===== src/hw/rtl/pfg_pkg.sv =====
// Shared types and constants for the playback fade/gap sequencer.
package pfg_pkg;

    localparam int FRAME_LEN = 64;
    localparam int IDX_W     = $clog2(FRAME_LEN);
    localparam int PROD_W    = 16 + IDX_W;
    localparam int RECIP_W   = PROD_W + 2;
    localparam int MULT_W    = PROD_W + RECIP_W;

    // ramp-down/up divisor and first-ramp divisor
    localparam int DIV_A   = FRAME_LEN - 1;
    localparam int DIV_B   = FRAME_LEN - 2;
    localparam int SHIFT_A = PROD_W + $clog2(DIV_A);
    localparam int SHIFT_B = PROD_W + $clog2(DIV_B);

    localparam logic [63:0] RECIP_A_FULL =
        ((64'd1 << SHIFT_A) + 64'(DIV_A - 1)) / 64'(DIV_A);
    localparam logic [63:0] RECIP_B_FULL =
        ((64'd1 << SHIFT_B) + 64'(DIV_B - 1)) / 64'(DIV_B);
    localparam logic [RECIP_W-1:0] RECIP_A = RECIP_A_FULL[RECIP_W-1:0];
    localparam logic [RECIP_W-1:0] RECIP_B = RECIP_B_FULL[RECIP_W-1:0];

    localparam logic [IDX_W-1:0] LAST_IDX = IDX_W'(FRAME_LEN - 1);

    typedef enum logic [2:0] {
        ACT_START  = 3'd0,
        ACT_SAMPLE = 3'd1,
        ACT_EOS    = 3'd2,
        ACT_TICK   = 3'd3,
        ACT_PAUSE  = 3'd4,
        ACT_RESUME = 3'd5,
        ACT_STOP   = 3'd6,
        ACT_TERM   = 3'd7
    } t_action;

    typedef enum logic [2:0] {
        MODE_FINISHED   = 3'd0,
        MODE_AWAIT      = 3'd1,
        MODE_NORMAL     = 3'd2,
        MODE_SILENCE    = 3'd3,
        MODE_GAP        = 3'd4,
        MODE_GAP_PAUSED = 3'd5
    } t_mode;

    typedef enum logic [1:0] {
        RAMP_FIRST = 2'd0,
        RAMP_DOWN  = 2'd1,
        RAMP_UP    = 2'd2,
        RAMP_ZERO  = 2'd3
    } t_ramp;

    typedef enum logic [1:0] {
        JOB_NONE   = 2'd0,
        JOB_SINGLE = 2'd1,
        JOB_FRAME  = 2'd2
    } t_job_kind;

    typedef enum logic [1:0] {
        END_NONE       = 2'd0,
        END_FINISHED   = 2'd1,
        END_STOPPED    = 2'd2,
        END_TERMINATED = 2'd3
    } t_reason;

    // work decoded from one input beat
    typedef struct packed {
        t_job_kind          kind;
        t_ramp              ramp;
        logic signed [15:0] left;
        logic signed [15:0] right;
        logic               sval;
        t_reason            reason;
    } t_job;

    // one result in flight, before scaling
    typedef struct packed {
        logic               vld;
        logic               pass;
        logic               use_b;
        logic [IDX_W-1:0]   coef;
        logic signed [15:0] left;
        logic signed [15:0] right;
        logic               sval;
        t_reason            reason;
        logic               last;
    } t_beat;

    typedef struct packed {
        logic               vld;
        logic               pass;
        logic               use_b;
        logic               neg_l;
        logic               neg_r;
        logic [PROD_W-1:0]  prod_l;
        logic [PROD_W-1:0]  prod_r;
        logic signed [15:0] left;
        logic signed [15:0] right;
        logic               sval;
        t_reason            reason;
        logic               last;
    } t_prod_beat;

    typedef struct packed {
        logic               vld;
        logic               pass;
        logic               neg_l;
        logic               neg_r;
        logic [15:0]        quot_l;
        logic [15:0]        quot_r;
        logic signed [15:0] left;
        logic signed [15:0] right;
        logic               sval;
        t_reason            reason;
        logic               last;
    } t_quot_beat;

endpackage


===== src/hw/rtl/pfg_seq.sv =====
// Playback mode sequencer: event decode, held sample, gap count, config register.
module pfg_seq import pfg_pkg::*; (
    input  logic               i_clk,
    input  logic               i_rst_n,
    input  logic               i_accept,
    input  logic [2:0]         i_action,
    input  logic signed [15:0] i_in_left,
    input  logic signed [15:0] i_in_right,
    input  logic               i_cfg_valid,
    output logic               o_cfg_ready,
    input  logic [15:0]        i_cfg_data,
    output t_job               o_job
);

    t_mode              r_mode, n_mode;
    logic [15:0]        r_gap, n_gap;
    logic [15:0]        r_gap_frames;
    logic signed [15:0] r_held_l, n_held_l;
    logic signed [15:0] r_held_r, n_held_r;
    t_action            act;
    logic               active;
    logic [15:0]        gap_dec;
    logic [15:0]        gap_cfg_dec;

    assign act         = t_action'(i_action);
    assign active      = r_mode inside {MODE_AWAIT, MODE_NORMAL, MODE_SILENCE,
                                        MODE_GAP, MODE_GAP_PAUSED};
    assign gap_dec     = (r_gap != 16'd0) ? r_gap - 16'd1 : r_gap;
    assign gap_cfg_dec = (r_gap_frames != 16'd0) ? r_gap_frames - 16'd1 : 16'd0;
    assign o_cfg_ready = 1'b1;

    always_comb begin
        n_mode   = r_mode;
        n_gap    = r_gap;
        n_held_l = r_held_l;
        n_held_r = r_held_r;
        case (act)
            ACT_START: begin
                n_held_l = '0;
                n_held_r = '0;
                n_mode   = MODE_AWAIT;
            end
            ACT_STOP, ACT_TERM: begin
                if (active) n_mode = MODE_FINISHED;
            end
            ACT_SAMPLE: begin
                if (r_mode inside {MODE_AWAIT, MODE_NORMAL}) begin
                    n_held_l = i_in_left;
                    n_held_r = i_in_right;
                    n_mode   = MODE_NORMAL;
                end
            end
            ACT_EOS: begin
                if (r_mode inside {MODE_AWAIT, MODE_NORMAL}) begin
                    n_gap  = gap_cfg_dec;
                    n_mode = MODE_GAP;
                end
            end
            ACT_TICK: begin
                if (r_mode == MODE_GAP) begin
                    if (r_gap != 16'd0) n_gap = gap_dec;
                    else n_mode = MODE_FINISHED;
                end
            end
            ACT_PAUSE: begin
                if (r_mode == MODE_NORMAL) begin
                    n_mode = MODE_SILENCE;
                end else if (r_mode == MODE_GAP) begin
                    n_gap  = gap_dec;
                    n_mode = MODE_GAP_PAUSED;
                end
            end
            ACT_RESUME: begin
                if (r_mode == MODE_SILENCE) begin
                    n_mode = MODE_NORMAL;
                end else if (r_mode == MODE_GAP_PAUSED) begin
                    n_gap  = gap_dec;
                    n_mode = MODE_GAP;
                end
            end
            default: ;
        endcase
    end

    always_comb begin
        o_job        = '0;
        o_job.kind   = JOB_NONE;
        o_job.ramp   = RAMP_ZERO;
        o_job.sval   = 1'b1;
        o_job.reason = END_NONE;
        case (act)
            ACT_STOP, ACT_TERM: begin
                if (active) begin
                    o_job.kind   = JOB_SINGLE;
                    o_job.sval   = 1'b0;
                    o_job.reason = (act == ACT_STOP) ? END_STOPPED : END_TERMINATED;
                end
            end
            ACT_SAMPLE: begin
                o_job.left  = i_in_left;
                o_job.right = i_in_right;
                if (r_mode == MODE_AWAIT) begin
                    o_job.kind = JOB_FRAME;
                    o_job.ramp = RAMP_FIRST;
                end else if (r_mode == MODE_NORMAL) begin
                    o_job.kind = JOB_SINGLE;
                end
            end
            ACT_EOS: begin
                if (r_mode inside {MODE_AWAIT, MODE_NORMAL}) begin
                    o_job.kind  = JOB_FRAME;
                    o_job.ramp  = RAMP_DOWN;
                    o_job.left  = r_held_l;
                    o_job.right = r_held_r;
                end
            end
            ACT_TICK: begin
                if (r_mode inside {MODE_SILENCE, MODE_GAP_PAUSED}) begin
                    o_job.kind = JOB_FRAME;
                end else if (r_mode == MODE_GAP) begin
                    if (r_gap != 16'd0) begin
                        o_job.kind = JOB_FRAME;
                    end else begin
                        o_job.kind   = JOB_SINGLE;
                        o_job.sval   = 1'b0;
                        o_job.reason = END_FINISHED;
                    end
                end
            end
            ACT_PAUSE: begin
                if (r_mode == MODE_NORMAL) begin
                    o_job.kind  = JOB_FRAME;
                    o_job.ramp  = RAMP_DOWN;
                    o_job.left  = r_held_l;
                    o_job.right = r_held_r;
                end else if (r_mode == MODE_GAP) begin
                    o_job.kind = JOB_FRAME;
                end
            end
            ACT_RESUME: begin
                if (r_mode == MODE_SILENCE) begin
                    o_job.kind  = JOB_FRAME;
                    o_job.ramp  = RAMP_UP;
                    o_job.left  = r_held_l;
                    o_job.right = r_held_r;
                end else if (r_mode == MODE_GAP_PAUSED) begin
                    o_job.kind = JOB_FRAME;
                end
            end
            default: ;
        endcase
    end

    always_ff @(posedge i_clk) begin
        if (!i_rst_n) begin
            r_mode       <= MODE_FINISHED;
            r_gap        <= '0;
            r_gap_frames <= '0;
            r_held_l     <= '0;
            r_held_r     <= '0;
        end else begin
            if (i_cfg_valid && o_cfg_ready) r_gap_frames <= i_cfg_data;
            if (i_accept) begin
                r_mode   <= n_mode;
                r_gap    <= n_gap;
                r_held_l <= n_held_l;
                r_held_r <= n_held_r;
            end
        end
    end

endmodule


===== src/hw/rtl/pfg_gen.sv =====
// Frame generator: walks the sample index of a ramp or silence frame, or passes a single beat.
module pfg_gen import pfg_pkg::*; (
    input  logic  i_clk,
    input  logic  i_rst_n,
    input  logic  i_adv,
    input  logic  i_accept,
    input  t_job  i_job,
    output logic  o_busy,
    output t_beat o_beat
);

    logic               r_busy, n_busy;
    logic [IDX_W-1:0]   r_idx, n_idx;
    t_ramp              r_ramp, n_ramp;
    logic signed [15:0] r_hl, n_hl;
    logic signed [15:0] r_hr, n_hr;
    t_beat              r_beat, n_beat;
    t_beat              single_beat;

    function automatic t_beat frame_beat(t_ramp ramp, logic [IDX_W-1:0] idx,
                                         logic signed [15:0] hl,
                                         logic signed [15:0] hr);
        t_beat b;
        b        = '0;
        b.vld    = 1'b1;
        b.sval   = 1'b1;
        b.reason = END_NONE;
        b.left   = hl;
        b.right  = hr;
        b.last   = (idx == LAST_IDX);
        case (ramp)
            RAMP_FIRST: begin
                if (idx == LAST_IDX) begin
                    b.pass = 1'b1;
                end else begin
                    b.coef  = idx;
                    b.use_b = 1'b1;
                end
            end
            RAMP_DOWN: b.coef = LAST_IDX - idx;
            RAMP_UP:   b.coef = idx;
            default: begin
                b.pass  = 1'b1;
                b.left  = '0;
                b.right = '0;
            end
        endcase
        return b;
    endfunction

    always_comb begin
        single_beat        = '0;
        single_beat.vld    = 1'b1;
        single_beat.pass   = 1'b1;
        single_beat.left   = i_job.sval ? i_job.left : 16'sd0;
        single_beat.right  = i_job.sval ? i_job.right : 16'sd0;
        single_beat.sval   = i_job.sval;
        single_beat.reason = i_job.reason;
        single_beat.last   = 1'b1;
    end

    always_comb begin
        n_busy = r_busy;
        n_idx  = r_idx;
        n_ramp = r_ramp;
        n_hl   = r_hl;
        n_hr   = r_hr;
        n_beat = '0;
        if (r_busy) begin
            n_beat = frame_beat(r_ramp, r_idx, r_hl, r_hr);
            n_idx  = r_idx + IDX_W'(1);
            if (r_idx == LAST_IDX) n_busy = 1'b0;
        end else if (i_accept && i_job.kind == JOB_FRAME) begin
            n_beat = frame_beat(i_job.ramp, '0, i_job.left, i_job.right);
            n_idx  = IDX_W'(1);
            n_busy = 1'b1;
            n_ramp = i_job.ramp;
            n_hl   = i_job.left;
            n_hr   = i_job.right;
        end else if (i_accept && i_job.kind == JOB_SINGLE) begin
            n_beat = single_beat;
        end
    end

    always_ff @(posedge i_clk) begin
        if (!i_rst_n) begin
            r_busy <= 1'b0;
            r_idx  <= '0;
            r_ramp <= RAMP_ZERO;
            r_hl   <= '0;
            r_hr   <= '0;
            r_beat <= '0;
        end else if (i_adv) begin
            r_busy <= n_busy;
            r_idx  <= n_idx;
            r_ramp <= n_ramp;
            r_hl   <= n_hl;
            r_hr   <= n_hr;
            r_beat <= n_beat;
        end
    end

    assign o_busy = r_busy;
    assign o_beat = r_beat;

    a_frame_emits: assert property (@(posedge i_clk) disable iff (!i_rst_n)
        r_busy && i_adv |=> r_beat.vld)
        else $error("frame beat dropped while generating");

    a_frame_starts: assert property (@(posedge i_clk) disable iff (!i_rst_n)
        i_accept && i_job.kind == JOB_FRAME |=> r_busy && r_beat.vld && !r_beat.last)
        else $error("frame did not start after accept");

    a_stall_holds: assert property (@(posedge i_clk) disable iff (!i_rst_n)
        r_busy && !i_adv |=> r_busy && $stable(r_idx))
        else $error("frame index moved during stall");

endmodule


===== src/hw/rtl/pfg_scale.sv =====
// Scaling pipeline: magnitude product, reciprocal divide, sign and output register.
module pfg_scale import pfg_pkg::*; (
    input  logic               i_clk,
    input  logic               i_rst_n,
    input  logic               i_adv,
    input  t_beat              i_beat,
    output logic               o_out_valid,
    output logic signed [15:0] o_out_left,
    output logic signed [15:0] o_out_right,
    output logic               o_sample_valid,
    output logic [1:0]         o_end_reason,
    output logic               o_last_of_run
);

    t_prod_beat         r_b, n_b;
    t_quot_beat         r_c, n_c;
    logic               r_out_vld;
    logic signed [15:0] r_out_l, r_out_r, n_out_l, n_out_r;
    logic               r_out_sval;
    t_reason            r_out_reason;
    logic               r_out_last;
    logic [15:0]        abs_l, abs_r;
    logic [RECIP_W-1:0] recip;
    logic [MULT_W-1:0]  mult_l, mult_r;

    assign abs_l = i_beat.left[15]  ? 16'(-i_beat.left)  : 16'(i_beat.left);
    assign abs_r = i_beat.right[15] ? 16'(-i_beat.right) : 16'(i_beat.right);

    always_comb begin
        n_b        = '0;
        n_b.vld    = i_beat.vld;
        n_b.pass   = i_beat.pass;
        n_b.use_b  = i_beat.use_b;
        n_b.neg_l  = i_beat.left[15];
        n_b.neg_r  = i_beat.right[15];
        n_b.prod_l = PROD_W'(abs_l) * PROD_W'(i_beat.coef);
        n_b.prod_r = PROD_W'(abs_r) * PROD_W'(i_beat.coef);
        n_b.left   = i_beat.left;
        n_b.right  = i_beat.right;
        n_b.sval   = i_beat.sval;
        n_b.reason = i_beat.reason;
        n_b.last   = i_beat.last;
    end

    // exact floor division by the frame divisor via rounded-up reciprocal
    assign recip  = r_b.use_b ? RECIP_B : RECIP_A;
    assign mult_l = MULT_W'(r_b.prod_l) * MULT_W'(recip);
    assign mult_r = MULT_W'(r_b.prod_r) * MULT_W'(recip);

    always_comb begin
        n_c        = '0;
        n_c.vld    = r_b.vld;
        n_c.pass   = r_b.pass;
        n_c.neg_l  = r_b.neg_l;
        n_c.neg_r  = r_b.neg_r;
        n_c.quot_l = r_b.use_b ? mult_l[SHIFT_B +: 16] : mult_l[SHIFT_A +: 16];
        n_c.quot_r = r_b.use_b ? mult_r[SHIFT_B +: 16] : mult_r[SHIFT_A +: 16];
        n_c.left   = r_b.left;
        n_c.right  = r_b.right;
        n_c.sval   = r_b.sval;
        n_c.reason = r_b.reason;
        n_c.last   = r_b.last;
    end

    always_comb begin
        if (r_c.pass) begin
            n_out_l = r_c.left;
            n_out_r = r_c.right;
        end else begin
            n_out_l = r_c.neg_l ? signed'(16'(-r_c.quot_l)) : signed'(r_c.quot_l);
            n_out_r = r_c.neg_r ? signed'(16'(-r_c.quot_r)) : signed'(r_c.quot_r);
        end
    end

    always_ff @(posedge i_clk) begin
        if (!i_rst_n) begin
            r_b       <= '0;
            r_c       <= '0;
            r_out_vld <= 1'b0;
        end else if (i_adv) begin
            r_b       <= n_b;
            r_c       <= n_c;
            r_out_vld <= r_c.vld;
        end
    end

    always_ff @(posedge i_clk) begin
        if (i_adv) begin
            r_out_l      <= n_out_l;
            r_out_r      <= n_out_r;
            r_out_sval   <= r_c.sval;
            r_out_reason <= r_c.reason;
            r_out_last   <= r_c.last;
        end
    end

    assign o_out_valid    = r_out_vld;
    assign o_out_left     = r_out_l;
    assign o_out_right    = r_out_r;
    assign o_sample_valid = r_out_sval;
    assign o_end_reason   = r_out_reason;
    assign o_last_of_run  = r_out_last;

endmodule


===== src/hw/rtl/playback_fade_gap_sequencer_top.sv =====
// Top level of the playback fade/gap sequencer.
//
//  channel  direction  handshake                    payload
//  in       to block   i_in_valid / o_in_ready      i_action, i_in_left, i_in_right
//  out      from block o_out_valid / i_out_ready    o_out_left, o_out_right,
//                                                   o_sample_valid, o_end_reason,
//                                                   o_last_of_run
//  cfg      to block   i_cfg_valid / o_cfg_ready    i_cfg_data (gap_frames)
//
// Pass-through samples and end markers are taken one input beat per cycle while the output does not stall.
// Ramp and silence frames put out FRAME_LEN results from the frame index counter, one per
// cycle while the output does not stall; the input is held off for the rest of the frame.
// After its beat is taken, a result passes the generator, product, divide and output
// registers in that order; an output stall can hold it at any of them.
// Synchronous active-low reset, no clearing pass.
// An output stall freezes the whole pipeline; the cfg port is always ready.
module playback_fade_gap_sequencer_top import pfg_pkg::*; (
    input  logic               i_clk,
    input  logic               i_rst_n,
    input  logic               i_in_valid,
    output logic               o_in_ready,
    input  logic [2:0]         i_action,
    input  logic signed [15:0] i_in_left,
    input  logic signed [15:0] i_in_right,
    output logic               o_out_valid,
    input  logic               i_out_ready,
    output logic signed [15:0] o_out_left,
    output logic signed [15:0] o_out_right,
    output logic               o_sample_valid,
    output logic [1:0]         o_end_reason,
    output logic               o_last_of_run,
    input  logic               i_cfg_valid,
    output logic               o_cfg_ready,
    input  logic [15:0]        i_cfg_data
);

    logic  adv;
    logic  accept;
    logic  busy;
    t_job  job;
    t_beat beat;

    assign adv        = !o_out_valid || i_out_ready;
    assign o_in_ready = adv && !busy;
    assign accept     = i_in_valid && o_in_ready;

    pfg_seq u_seq (
        .i_clk       (i_clk),
        .i_rst_n     (i_rst_n),
        .i_accept    (accept),
        .i_action    (i_action),
        .i_in_left   (i_in_left),
        .i_in_right  (i_in_right),
        .i_cfg_valid (i_cfg_valid),
        .o_cfg_ready (o_cfg_ready),
        .i_cfg_data  (i_cfg_data),
        .o_job       (job)
    );

    pfg_gen u_gen (
        .i_clk    (i_clk),
        .i_rst_n  (i_rst_n),
        .i_adv    (adv),
        .i_accept (accept),
        .i_job    (job),
        .o_busy   (busy),
        .o_beat   (beat)
    );

    pfg_scale u_scale (
        .i_clk          (i_clk),
        .i_rst_n        (i_rst_n),
        .i_adv          (adv),
        .i_beat         (beat),
        .o_out_valid    (o_out_valid),
        .o_out_left     (o_out_left),
        .o_out_right    (o_out_right),
        .o_sample_valid (o_sample_valid),
        .o_end_reason   (o_end_reason),
        .o_last_of_run  (o_last_of_run)
    );

endmodule

===== config.mk =====
export PLATFORM = sky130hd
export DESIGN_NAME = playback_fade_gap_sequencer_top
export DESIGN_NICKNAME = d
export VERILOG_FILES = /design/src/hw/rtl/pfg_pkg.sv /design/src/hw/rtl/pfg_seq.sv /design/src/hw/rtl/pfg_gen.sv /design/src/hw/rtl/pfg_scale.sv /design/src/hw/rtl/playback_fade_gap_sequencer_top.sv
export SDC_FILE = /design/constraint.sdc
export NUM_CORES = 2
export LEC_CHECK = 0
export ABC_CLOCK_PERIOD_IN_PS = 6100
export BUFFER_PORTS_ARGS = -buffer_cell sky130_fd_sc_hd__buf_2
export CORE_MARGIN = 2
export CORE_UTILIZATION = 59
export DETAILED_ROUTE_END_ITERATION = 6
export HOLD_SLACK_MARGIN = 0.1
export PLACE_DENSITY = 0.79
export SYNTH_ARGS = -nofsm -noshare
export SYNTH_HDL_FRONTEND = slang
export SYNTH_SLANG_ARGS = --single-unit

===== constraint.sdc =====
create_clock -name i_clk -period 6.1 [get_ports i_clk]
set_input_delay 0 -clock i_clk [delete_from_list [all_inputs] [get_ports i_clk]]
set_output_delay 0 -clock i_clk [all_outputs]
set_load 0.005 [all_outputs]

======== After elaboration in Yosys (flattened, before gate mapping) ========
Cells that the tools add are included.
Widths: inputs -> output; s select.
operators by class
  add/sub/neg operators ................... 8
  $lt $le $gt $ge ......................... 0
  reductions and logical operators ........ 27
  bitwise gates (word level) .............. 1
  eq/ne operators ......................... 31
  div/mod/pow operators ................... 0
  multipliers ............................. 4
  mux-type cells .......................... 73
  shift-type cells ........................ 0
operator list
  operator               number
  $mux 16                19
  $pmux 34 s4            1
  $mux 45                3
  $mul 22x24->44         2
  $mux 32                2
  $neg 16->16            4
  $pmux 16 s2            2
  $pmux 16 s4            1
  $mul 16x6->22          2
  $mux 3                 13
  $mux 36                1
  $mux 34                1
  $mux 33                1
  $reduce_bool 16->1     2
  $sub 16x1->16 const B  2
  $pmux 3 s7             1
  $eq 3x3->1 const B     6
  $mux 18                1
  $mux 2                 9
  $mux 6                 3
  $pmux 6 s3             1
  $ne 2x1->1 const B     7
  $eq 3x2->1 const B     4
  $pmux 2 s6             1
  27 further kinds       55
word-level totals
  output and inout bits ................... 39
  bits in writable memories ............... 0
  bits in registers ....................... 347
  memories kept ........................... 0
  ROM bits ................................ 0
  logic and storage cells ................. 192
  latch bits .............................. 0

======== Depth between registers and ports, before layout ========
  depth after elaboration ................. 10
  gate-level depth with buffers ........... 25
  depth with buffers taken out ............ 22

======== Modules after synthesis ========
A second synthesis with hierarchy kept.
second synthesis, totals
  cell total of the unflattened synthesis .. 3,806
  area, all modules ....................... 34,715.8 um^2
modules (own cells, without submodules)
  module                           cells an instance  instances  area each (um^2)
  pfg_scale                        2,891              1          26,940.8
  pfg_seq                          488                1          3,966.3
  pfg_gen                          423                1          3,774.9
  playback_fade_gap_sequencer_top  4                  1          33.8

======== Worst setup path before layout ========
Ideal clock, no wire load.
  path kind ............................... reg2reg
  start point ............................. reg u_scale.r_b[82] in the netlist's numbering
  end point ............................... reg u_scale.r_c[58] in the netlist's numbering
  buffers on the path ..................... 2
  required time ........................... 5.972 ns
  library setup time ...................... 0.128 ns
  cell stages (with the launch flop) ...... 25
  setup slack ............................. 0.132 ns
  arrival time ............................ 5.839 ns
  clock period less this slack ............ 5.968 ns
  path through ............................ dfxtp_1 clkbuf_1 clkbuf_1 nand2_1 inv_1 ha_1 ha_1 fa_1 inv_1 fa_1 inv_1 fa_1 fa_1 inv_1 fa_1 inv_1 ha_1 nand4_1 nor4b_1 nor2_1 a311oi_1 o221ai_1 a21oi_1 xnor2_1 o21ai_0
between the ends
  longest elaborated chain between the ends .. 2
RTL lines
  item                    RTL line         text
  from (decl)             pfg_scale.sv:15  t_prod_beat r_b, n_b;
  from (signal assigned)  pfg_scale.sv:81  r_b <= n_b;
  $mux 18                 pfg_scale.sv:46  assign recip = r_b.use_b ? RECIP_B : RECIP_A;
  $mul 22x24->44          pfg_scale.sv:47  assign mult_l = MULT_W'(r_b.prod_l) * MULT_W'(recip);
  to (signal assigned)    pfg_scale.sv:82  r_c <= n_c;
  to (decl)               pfg_scale.sv:16  t_quot_beat r_c, n_c;
No other way between the ends.
A chain may end at the register's enable or synchronous reset.

======== Worst setup path after layout ========
  start point ............................. reg u_scale.r_b[82] in the netlist's numbering
  end point ............................... reg u_scale.r_c[49] in the netlist's numbering
between the ends
  longest elaborated chain between the ends .. 2
RTL lines
  item            RTL line         text
  $mux 18         pfg_scale.sv:46
  $mul 22x24->44  pfg_scale.sv:48  assign mult_r = MULT_W'(r_b.prod_r) * MULT_W'(recip);
No other way between the ends.

==> results by group <==
Global route
  – First-pass GRT wire length: 144500 um
  – Initial antenna violation count: 0
  – GRT Residual Overflow: 0
  – Vias in the first global route: 28380
  – Tot GR Track Use: 29.81%
  – Largest net degree at the start of global routing: 145

Cells and area
  – Non-filler cells, final: 4991
  – Share of cells above drive strength 1: 6.933%
  – Nets: 5063
  – Ant diodes: 0
  – Reg area: 7232 um2
  – Layout overhead on the synthesized area: 11.43%
  – Area occupied by multi-input gates: 24630 um2
  – Fillers: 4758

Clocking
  – Reg clk slew, reported paths: 60 ps
  – CTS Buf Count: 38
  – H-tree level count: 2
  – TritonCTS clock tree: yes
  – Sink Count: 343
  – Clk Latency, worst-skew pair: 580 ps
  – CTS root buf: clkbuf_16
  – Longest Clk Path Bufs: 3

Placed design
  – Inst Count DP: 4851
  – HPWL after detailed placement: 67280 um
  – GPL Wtd Cong: 0.9827
  – PortBufs: 93

STA
  – Relative max-transition margin: 12.38%
  – Endpoints failing setup: 0
  – Crit path time final: 5906 ps
  – Clock skew after layout: 25.25 ps
  – Final hold violation count: 0
  – Post-route clock period utilization: 96.82%
  – Fmax: 169.3 MHz
  – Measured slew at the worst slew-check pin: 1309 ps
  – RSZ-0062 raised after global routing: yes
  – Max-slew violations: 0

Logic synthesis
  – Yosys top cell by area: fa_1
  – Yosys reg bits: 343
  – Cells after synthesis: 3988
  – Post-synth EDFFs: 36
  – Main synth FF type: dfxtp_1
  – Post-synthesis sequential area ratio: 21.19%
  – Area contributors post-synth: fa_1 20%, dfxtp_1 18%, ha_1 17%
  – Yosys cell types: 72
  – Netlist Area Pre-Place: 34110 um2
  – Asr flop ratio synth: 0%
  – Most frequent cells after synthesis: 633 x nand2_1, 542 x inv_1, 469 x ha_1
  – Most common cell in the netlist: nand2_1
  – Synth warnings: 0
  – Top-area cell type share of the netlist area: 20.01%
  – Avg Cell Area, Syn: 8.553 um2

Status
  – Status: finished, final reports clean

Routing
  – DR pass1 iterations: 6
  – Post-Route WL: 87690 um
  – 1st-iter DRT viols: 2216
  – Via count: 28300
  – Vias/cell: 5.671
  – DRC: 0
  – DRT antenna net count: 0
  – DR WL/cell: 17.57 um

Worst hold path
  – Worst hold path type: in -> reg
  – Hold path start: i_rst_n
  – Hold depth: 3
  – Hold path endpoint: u_gen.r_ramp[0]$_SDFFE_PN1P_

Floorplan
  – Die ar.: 59750 um2
  – Die X: 244.4 um
  – Initial core utilization: 59.35%
  – Die Y: 244.4 um
  – Core area: 57480 um2
  – I/O pins: 95
  – Number of core rows: 88

Setup path
  – Nature of the critical path endpoint: flip-flop
  – CP bufs+invs: 2
  – FF-to-FF setup slack: 190 ps
  – Most common cell on crit path: ha_1
  – Crit Path Category: reg -> reg
  – R2r worst-path depth: 19
  – Slowest-stage cell, CP: fa_1
  – Reg-to-reg startpoint: u_scale.r_b[82]$_SDFFE_PN0N_
  – FF-to-FF End: u_scale.r_c[49]$_SDFFE_PN0N_
  – Crit-path max cell delay: 560 ps
  – CP startpoint kind: flip-flop
  – CP Cell Sequence: buf_6, and2_1, or2_2, ha_1, fa_1, fa_1, fa_1, ha_1, ha_1, ha_1, o21ai_0, a21oi_1, o211ai_1, a32oi_1, nor4_2, buf_4, o21ai_1, a211oi_1, o31ai_1
  – Worst EP required: 6590 ps
  – Crit-path max FO: 17
  – CP delay by family, top: adder cells
  – CP arrival: 6390 ps

Pwr
  – PD cells: 142.5 nW/um2
  – Overall power: 5.415 mW
  – P_leak: 18.81 nW
  – Maximum resistive drop on vdd: 0.0003022 V

Run
  – Max-cap violations: 0
[tightest hold or removal path: cells and delay by family]
family / cells / cell delay (ps)
buffers and inverters: 2 / 420
AOI/OAI and AO/OA: 1 / 180
[layout by cell type, fill, tap and decap left out, types with 7 or more instances in the layout]
| cell type | instances |
|---|---|
| nand2_1 | 633 |
| inv_1 | 541 |
| ha_1 | 469 |
| fa_1 | 341 |
| dfxtp_1 | 305 |
| a21oi_1 | 261 |
| o21ai_0 | 190 |
| nor2_1 | 180 |
| buf_2 | 93 |
| buf_4 | 89 |
| conb_1 | 85 |
| xnor2_1 | 78 |
| nand3_1 | 76 |
| and2_1 | 70 |
| dlygate4sd3_1 | 70 |
| nand2b_1 | 58 |
| a211oi_1 | 55 |
| a22oi_1 | 50 |
| xor2_1 | 47 |
| nor3_1 | 41 |
| clkbuf_16 | 39 |
| edfxtp_1 | 36 |
| a21o_1 | 34 |
| o211a_1 | 31 |
| nor2b_1 | 26 |
| or3_1 | 24 |
| o211ai_1 | 23 |
| mux2i_1 | 19 |
| nand4_1 | 16 |
| o31ai_1 | 15 |
| and3_1 | 15 |
| nor4_1 | 14 |
| o21bai_1 | 13 |
| or2_2 | 10 |
| clkinv_2 | 10 |
| or4_1 | 8 |
| o221ai_1 | 8 |
| a31oi_1 | 8 |
| o22ai_1 | 7 |
[worst max path at each step]
stage                                             from                            to  cells past startpoint  slack, ps
after floorplan           u_scale.r_b[82]$_SDFFE_PN0N_  u_scale.r_c[58]$_SDFFE_PN0N_                     24        130
after global placement    u_scale.r_b[82]$_SDFFE_PN0N_  u_scale.r_c[48]$_SDFFE_PN0N_                     23        190
after detailed placement  u_scale.r_b[82]$_SDFFE_PN0N_  u_scale.r_c[48]$_SDFFE_PN0N_                     22         30
after CTS                 u_scale.r_b[82]$_SDFFE_PN0N_  u_scale.r_c[61]$_SDFFE_PN0N_                     22          4
after global routing      u_scale.r_b[82]$_SDFFE_PN0N_  u_scale.r_c[61]$_SDFFE_PN0N_                     22        -20
final                     u_scale.r_b[82]$_SDFFE_PN0N_  u_scale.r_c[49]$_SDFFE_PN0N_                     19        190
[cells by family after synthesis]
| family | count (synthesis) | synth area share, % |
|---|---|---|
| AND/OR/NAND/NOR | 1211 | 16.03 |
| adder cells (fa/ha/maj) | 810 | 37.22 |
| AO/OA/AOI/OAI | 763 | 13.87 |
| buffers and inverters | 714 | 7.879 |
| flip-flops | 343 | 21.19 |
| XOR/XNOR | 126 | 3.235 |
| multiplexers | 19 | 0.5575 |
| other | 2 | 0.02202 |
[metal layers]
metal	part of all wire [%]	track usage, %	vias to the layer above
met5	0	0	-
met4	3.3	9.613	0
met3	6.8	4.225	159
met2	47	49.33	962
met1	43	40.35	13580
li1	-	-	13600
[layout make-up]
class                      instances  area share [%]
clock inverter                    22          0.5168
clock buffer                      47           2.726
sequential                       343           19.03
inverter                         543           5.389
tap                              765           2.518
multi-input combinational       3014           64.82
timing repair buffer             257           5.007
[power by group]
part           switching [mW]  internal, mW
combinational           0.432         0.300
clock                    1.01          1.31
sequential             0.0455          2.32
total                    1.48          3.93
[repair_timing]
action	in CTS	in global routing
hold buffers	70	0
endpoints found under the hold margin	123	0
gates resized for setup	0	27
buffers inserted	0	1
endpoints found under the setup margin	0	30
[per-stage QoR]
| step | util, % | cell area [um2] | setup TNS (ps) | setup slack [ps] | hold slack, ps |
|---|---|---|---|---|---|
| 3_3_place_gp | 62.57 | 35960 | 0 | 191.4 | 232.6 |
| 4_1_cts | 65.93 | 37890 | 0 | 4.325 | 130.3 |
| 2_1_floorplan | - | 34420 | 0 | 132.4 | 147.4 |
| 5_1_grt | 66.13 | 38010 | -48.76 | -16.25 | 185.0 |
| 3_5_place_dp | 62.57 | 35960 | 0 | 27.33 | 242.6 |
| 6_report | 66.13 | 38010 | 0 | 193.8 | 158.7 |
[flip-flops by register name (all words and copies together) (netlist names), 16 cells and up]
name	cells
u_scale.r_b	45
u_seq.r_held_r	16
u_scale.n_c	38
u_seq.r_held_l	16
u_scale.r_c	70
u_seq.r_gap_frames	16
u_gen.r_hr	16
u_scale.o_out_right	16
u_scale.o_out_left	16
u_gen.o_beat	45
u_gen.r_hl	16
u_seq.r_gap	16
Power figures use the tool's default switching activity.
